[config.mk]
export PLATFORM = sky130hd
export DESIGN_NAME = vector_magnitude_3axis_unit_flat
export DESIGN_NICKNAME = d
export VERILOG_FILES = /design/src/sv/vm3_pkg.sv /design/src/sv/vm3_if.sv /design/src/sv/vector_magnitude_3axis_unit.sv /design/src/sv/vm3_square_sum.sv /design/src/sv/vm3_root_cell.sv /design/src/flat_wrapper.sv
export SDC_FILE = /design/constraint.sdc
export NUM_CORES = 2
export LEC_CHECK = 0
export BUFFER_PORTS_ARGS = -buffer_cell sky130_fd_sc_hd__buf_2
export CAP_MARGIN = 5
export CORE_MARGIN = 5
export CORE_UTILIZATION = 40
export DETAILED_ROUTE_END_ITERATION = 7
export PLACE_DENSITY = 0.63
export SLEW_MARGIN = 20
export SYNTH_ARGS = -nofsm -noshare
export SYNTH_HDL_FRONTEND = slang
export SYNTH_SLANG_ARGS = --single-unit
[constraint.sdc]
create_clock -name clk -period 66.5 [get_ports clk]
set_input_delay 6.65 -clock clk [delete_from_list [all_inputs] [get_ports clk]]
set_output_delay 6.65 -clock clk [all_outputs]
set_load 0.05 [all_outputs]
[src/sv/vm3_pkg.sv]
// Shared widths and the inter-cell bus type of the vector magnitude unit.
package vm3_pkg;

  localparam int AXIS_W     = 16;
  localparam int SQ_W       = 32;
  localparam int LEN_W      = 16;
  localparam int ROOT_STEPS = SQ_W / 2;
  // Partial remainder stays at or below twice the partial root.
  localparam int REM_W      = LEN_W + 2;
  // Root is kept doubled between steps.
  localparam int ROOT_W     = LEN_W + 2;

  typedef struct packed {
    logic              valid;
    logic [SQ_W-1:0]   sq;
    logic [REM_W-1:0]  rem;
    logic [ROOT_W-1:0] root;
  } cell_bus_t;

endpackage

[src/sv/vm3_if.sv]
// Valid/ready channel interfaces for samples in and magnitudes out.
interface vm3_in_if;
  logic                               valid;
  logic                               ready;
  logic signed [vm3_pkg::AXIS_W-1:0]  x_axis;
  logic signed [vm3_pkg::AXIS_W-1:0]  y_axis;
  logic signed [vm3_pkg::AXIS_W-1:0]  z_axis;

  modport source (output valid, output x_axis, output y_axis, output z_axis, input ready);
  modport sink   (input valid, input x_axis, input y_axis, input z_axis, output ready);
endinterface

interface vm3_out_if;
  logic                        valid;
  logic                        ready;
  logic [vm3_pkg::SQ_W-1:0]    squared_length;
  logic [vm3_pkg::LEN_W-1:0]   length;

  modport source (output valid, output squared_length, output length, input ready);
  modport sink   (input valid, input squared_length, input length, output ready);
endinterface

[src/sv/vector_magnitude_3axis_unit.sv]
// Pipeline: 18 register stages (2 square/sum + 16 root cells), the first loaded
// at the edge that takes the sample transaction.
// Throughput: one sample per cycle; the whole pipe advances together and holds
// only while a finished result sits unconsumed in the last cell.
// Each root cell resolves one result bit, so the 16-cell chain sets the latency.
// Reset (synchronous, active high) clears all stage valid bits; no data is kept.
module vector_magnitude_3axis_unit (
  input  logic             clk,
  input  logic             rst,
  vm3_in_if.sink           sample,
  vm3_out_if.source        result
);

  localparam int STEPS = vm3_pkg::ROOT_STEPS;

  vm3_pkg::cell_bus_t chain [STEPS+1];
  logic               adv;

  // Move every stage when the last one is empty or being drained.
  assign adv          = !chain[STEPS].valid || result.ready;
  assign sample.ready = adv;

  vm3_square_sum u_sqsum (
    .clk      (clk),
    .rst      (rst),
    .adv      (adv),
    .in_valid (sample.valid),
    .x_axis   (sample.x_axis),
    .y_axis   (sample.y_axis),
    .z_axis   (sample.z_axis),
    .bus      (chain[0])
  );

  for (genvar i = 0; i < STEPS; i++) begin : g_cell
    vm3_root_cell #(
      .STEP (i)
    ) u_cell (
      .clk     (clk),
      .rst     (rst),
      .adv     (adv),
      .in_bus  (chain[i]),
      .out_bus (chain[i+1])
    );
  end

  assign result.valid          = chain[STEPS].valid;
  assign result.squared_length = chain[STEPS].sq;
  assign result.length         = chain[STEPS].root[vm3_pkg::LEN_W:1];

endmodule

[src/sv/vm3_square_sum.sv]
// Two-stage front end: square each axis, then add the three squares.
module vm3_square_sum (
  input  logic                              clk,
  input  logic                              rst,
  input  logic                              adv,
  input  logic                              in_valid,
  input  logic signed [vm3_pkg::AXIS_W-1:0] x_axis,
  input  logic signed [vm3_pkg::AXIS_W-1:0] y_axis,
  input  logic signed [vm3_pkg::AXIS_W-1:0] z_axis,
  output vm3_pkg::cell_bus_t                bus
);

  localparam int PROD_W = 2 * vm3_pkg::AXIS_W;

  logic              prod_valid;
  logic [PROD_W-1:0] prod_x;
  logic [PROD_W-1:0] prod_y;
  logic [PROD_W-1:0] prod_z;
  logic              sum_valid;
  logic [vm3_pkg::SQ_W-1:0] sum;

  always_ff @(posedge clk) begin
    if (rst) begin
      prod_valid <= 1'b0;
      sum_valid  <= 1'b0;
    end else if (adv) begin
      prod_valid <= in_valid;
      sum_valid  <= prod_valid;
    end
  end

  // Signed squares are never negative; -32768 squared is 2^30 and fits.
  always_ff @(posedge clk) begin
    if (adv) begin
      prod_x <= PROD_W'($signed(x_axis) * $signed(x_axis));
      prod_y <= PROD_W'($signed(y_axis) * $signed(y_axis));
      prod_z <= PROD_W'($signed(z_axis) * $signed(z_axis));
      sum    <= vm3_pkg::SQ_W'(prod_x + prod_y + prod_z);
    end
  end

  always_comb begin
    bus.valid = sum_valid;
    bus.sq    = sum;
    bus.rem   = '0;
    bus.root  = '0;
  end

endmodule

[src/sv/vm3_root_cell.sv]
// One restoring square-root step: brings down one bit pair of the sum.
module vm3_root_cell #(
  parameter int STEP = 0
) (
  input  logic               clk,
  input  logic               rst,
  input  logic               adv,
  input  vm3_pkg::cell_bus_t in_bus,
  output vm3_pkg::cell_bus_t out_bus
);

  localparam int REM_W  = vm3_pkg::REM_W;
  localparam int ROOT_W = vm3_pkg::ROOT_W;
  localparam int PAIR_HI = vm3_pkg::SQ_W - 1 - 2 * STEP;

  logic [REM_W+1:0]  rem_sh;
  logic [ROOT_W-1:0] root_sh;
  logic              take;
  logic [REM_W-1:0]  rem_next;
  logic [ROOT_W-1:0] root_next;

  always_comb begin
    rem_sh  = {in_bus.rem, in_bus.sq[PAIR_HI -: 2]};
    root_sh = {in_bus.root[ROOT_W-2:0], 1'b0};
    take    = {2'b00, root_sh} < rem_sh;
    if (take) begin
      rem_next  = REM_W'(rem_sh - {2'b00, root_sh | ROOT_W'(1)});
      root_next = root_sh + ROOT_W'(2);
    end else begin
      rem_next  = rem_sh[REM_W-1:0];
      root_next = root_sh;
    end
  end

  // Only the valid bit is reset; data follows it down the chain.
  always_ff @(posedge clk) begin
    if (rst) begin
      out_bus.valid <= 1'b0;
    end else if (adv) begin
      out_bus.valid <= in_bus.valid;
    end
    if (adv) begin
      out_bus.sq   <= in_bus.sq;
      out_bus.rem  <= rem_next;
      out_bus.root <= root_next;
    end
  end

endmodule

[src/flat_wrapper.sv]
// flat-port wrapper written by rule: the top's interface ports become plain ports
module vector_magnitude_3axis_unit_flat 
  (clk, rst, sample_valid, sample_x_axis, sample_y_axis, sample_z_axis, sample_ready, result_valid, result_squared_length, result_length, result_ready);
  vm3_in_if sample_i ();
  vm3_out_if result_i ();
  input  logic clk;
  input  logic rst;
  input wire logic [$bits(sample_i.valid)-1:0] sample_valid;
  input wire logic [$bits(sample_i.x_axis)-1:0] sample_x_axis;
  input wire logic [$bits(sample_i.y_axis)-1:0] sample_y_axis;
  input wire logic [$bits(sample_i.z_axis)-1:0] sample_z_axis;
  output wire logic [$bits(sample_i.ready)-1:0] sample_ready;
  output wire logic [$bits(result_i.valid)-1:0] result_valid;
  output wire logic [$bits(result_i.squared_length)-1:0] result_squared_length;
  output wire logic [$bits(result_i.length)-1:0] result_length;
  input wire logic [$bits(result_i.ready)-1:0] result_ready;
  assign sample_i.valid = sample_valid;
  assign sample_i.x_axis = sample_x_axis;
  assign sample_i.y_axis = sample_y_axis;
  assign sample_i.z_axis = sample_z_axis;
  assign sample_ready = sample_i.ready;
  assign result_valid = result_i.valid;
  assign result_squared_length = result_i.squared_length;
  assign result_length = result_i.length;
  assign result_i.ready = result_ready;
  vector_magnitude_3axis_unit u_core (.clk(clk), .rst(rst), .sample(sample_i), .result(result_i));
endmodule
==> results.toml <==
[run_status]
status = "completed"

[sta]
rsz0062_at_grt = "no"
maxSlewHeadroom_pct = 30.4
timing.setup.tns_ns = 0
max_freq_mhz = 68.3
slew_viol_final = 0
finalCriticalPeriod_ns = 14.65
hold_viol_final = 0
finalSetupViolations = 0
post-route-period-util_pct = 22.0
worst_slew_pin_slew_ns = 1.04
finClkSkew_ns = 0.0742

[global_routing]
grt_use_met3_pct = 1.95
met1_usage_pct = 16.7
top_usage_layer = "met2"
grt_util_all_layers_pct = 14.0
grt_max_degree = 203
grt_antenna_before_repair = 16
grt_pass1_vias = 44200
use_met2_pct = 25.9
grt_overflow = 0
grt_pass1_wl_mm = 216

[synthesis]
syn_inst = 6064
synth-adder-area-share_pct = 30.0
yosysTopAreaCell = "edfxtp_1"
synth_commonest_cells = "inv_1 (1281), edfxtp_1 (1016), fa_1 (732)"
yosysMostFrequentCell = "inv_1"
muxShareOfSynthArea_pct = 0.386
ys_ff_latch = 1034
synth_compound_area_share_pct = 6.88
yosysSeqAreaShare_pct = 42.9
synth_xor_area_share_pct = 4.04
syn_avg_cell_area_um2 = 11.9
synth_top_area_share_pct = 42.4
synthArstFlopShare_pct = 0
yosys_most_used_dff = "edfxtp_1"
synth_enable_flop_cells = 1016
ys_top_cells_by_area = "edfxtp_1 (42%), fa_1 (20%), ha_1 (9.6%)"
ys_types = 88
syn_area_mm2 = 0.0720
synth_top_family_by_area = "adder cells"
yosys.area_share.simple_pct = 8.01
yosys_warnings = 0

[cts]
post_cts_buffers = 0
cts_tree = "built"
hold_buffers = 0
insertion_delay_ns = 0.74
path_clk_slew_ns = 0.06
cts_root_buffer = "clkbuf_16"
cts_resized = 0
cts_made_buffers = 110
cts_buffer_depth = 3
h-tree-depth = 3
clock_sinks = 1034

[cells_and_area]
design.final.nets = 7479
drive_gt1_share_pct = 5.45
fin_area_mm2 = 0.0783
post-route-util_pct = 43.9
fin_cells = 8595
area_growth_syn_to_layout_pct = 8.88

[routing]
wl_mm = 128
firstDrtPassIters = 5
wl_per_cell_um = 14.9
num_vias = 41500
drt-vias-per-instance = 4.83
drc = 0
final_antenna_net_count = 0
drt-initial-drc-count = 2084

[floorplan]
fp.dieH_um = 434
core-area_mm2 = 0.179
dieArea_mm2 = 0.188
dieWidth_um = 434
start_util_pct = 40.3
rows = 155
num_io_pins = 102

[worst_setup_path]
ff2ff_setup_slack_ns = 62.34
path_max_fanout = 101
crit_arrival_ns = 8.00
crit_path_start_kind = "input port"
required_ns = 59.85
critPathKind = "in2out"
worst_setup_path_end_kind = "primary output"
rr_worst_depth = 6

[worst_hold_path]
holdPathStages = 0
hold_class = "reg2reg"

[placement]
dpl_cell_area_mm2 = 0.0748
numPortBuffers = 101
place.gp.congestion = 0.844
hpwl_mm = 98.8
dpl.cell_count = 8384

[run]
maxCapViolations = 0
cell families after synthesis:
group | after synthesis
simple gates | 1181
xor+xnor | 332
mux | 27
buf+inv | 1440
flops | 1034
other cells | 1
compound gates | 764
fa+ha+maj | 1285
metrics by stage:
step / hold slack (ns) / setup slack, ns
after global placement: 0.400 / 51.83
after floorplan: 0.400 / 24.97
after CTS: 0.374 / 51.81
after global routing: 0.365 / 51.77
final: 0.382 / 51.85
after detailed placement: 0.405 / 51.81
state kept, by name (all words and copies together), names as in the netlist:
name / count
u_core.g_cell.u_cell.out_bus: 907
u_core.u_sqsum.prod_valid: 1
u_core.u_sqsum.prod_x: 31
u_core.u_sqsum.prod_y: 31
u_core.u_sqsum.prod_z: 31
u_core.u_sqsum.sum: 32
u_core.u_sqsum.sum_valid: 1
per-layer routing:
layer / routed length (um) / part of all wire, %
met2: 67300 / 52
met5: 13 / 0.010
met1: 53200 / 41
met3: 4150 / 3.2
met4: 3620 / 2.8
cells in the final DEF (no fill, tap or decap), types with 37 or more instances in the layout:
master     instances
nand2b_1          45
nor2_1           230
o21ai_0          183
xnor2_1          222
inv_1           1281
buf_2            101
xor2_1           110
a21oi_1          194
nand2_1          406
nand3_1           52
o21a_1            60
nor3_1            76
and2_1           139
edfxtp_1        1016
clkbuf_16        110
nor2b_1           37
a21o_1            87
fa_1             732
ha_1             553
or3_1             42
nor4_1            46
final timing paths:
kind | from | endpoint
max | result_ready | sample_ready
min | u_core.g_cell[5].u_cell.out_bus[41]$_DFFE_PP_ | u_core.g_cell[6].u_cell.out_bus[41]$_DFFE_PP_
max reg2reg | u_core.g_cell[15].u_cell.out_bus[68]$_SDFFE_PP0P_ | u_core.g_cell[7].u_cell.out_bus[59]$_DFFE_PP_
min reg2reg | u_core.g_cell[5].u_cell.out_bus[41]$_DFFE_PP_ | u_core.g_cell[6].u_cell.out_bus[41]$_DFFE_PP_
worst max-delay path, cell delays in order:
cell and delay, ns:
buf_2 0.08, nor2b_1 0.03, buf_4 0.20, inv_8 0.45, buf_2 0.42
cell type report:
cell class,count,area [um^2]
Antenna cell,7,17.5
Clock buffer,130,2830
Clock inverter,73,666
Fill cell,16400,100000
Inverter,1284,4830
Multi-Input combinational cell,3593,35500
Sequential cell,1034,30900
Tap cell,2355,2950
Timing Repair Buffer,119,672
Power is left out: the tool's default activity adds up to more than one toggle a clock period on the data nets, which glitch-free logic cannot reach.
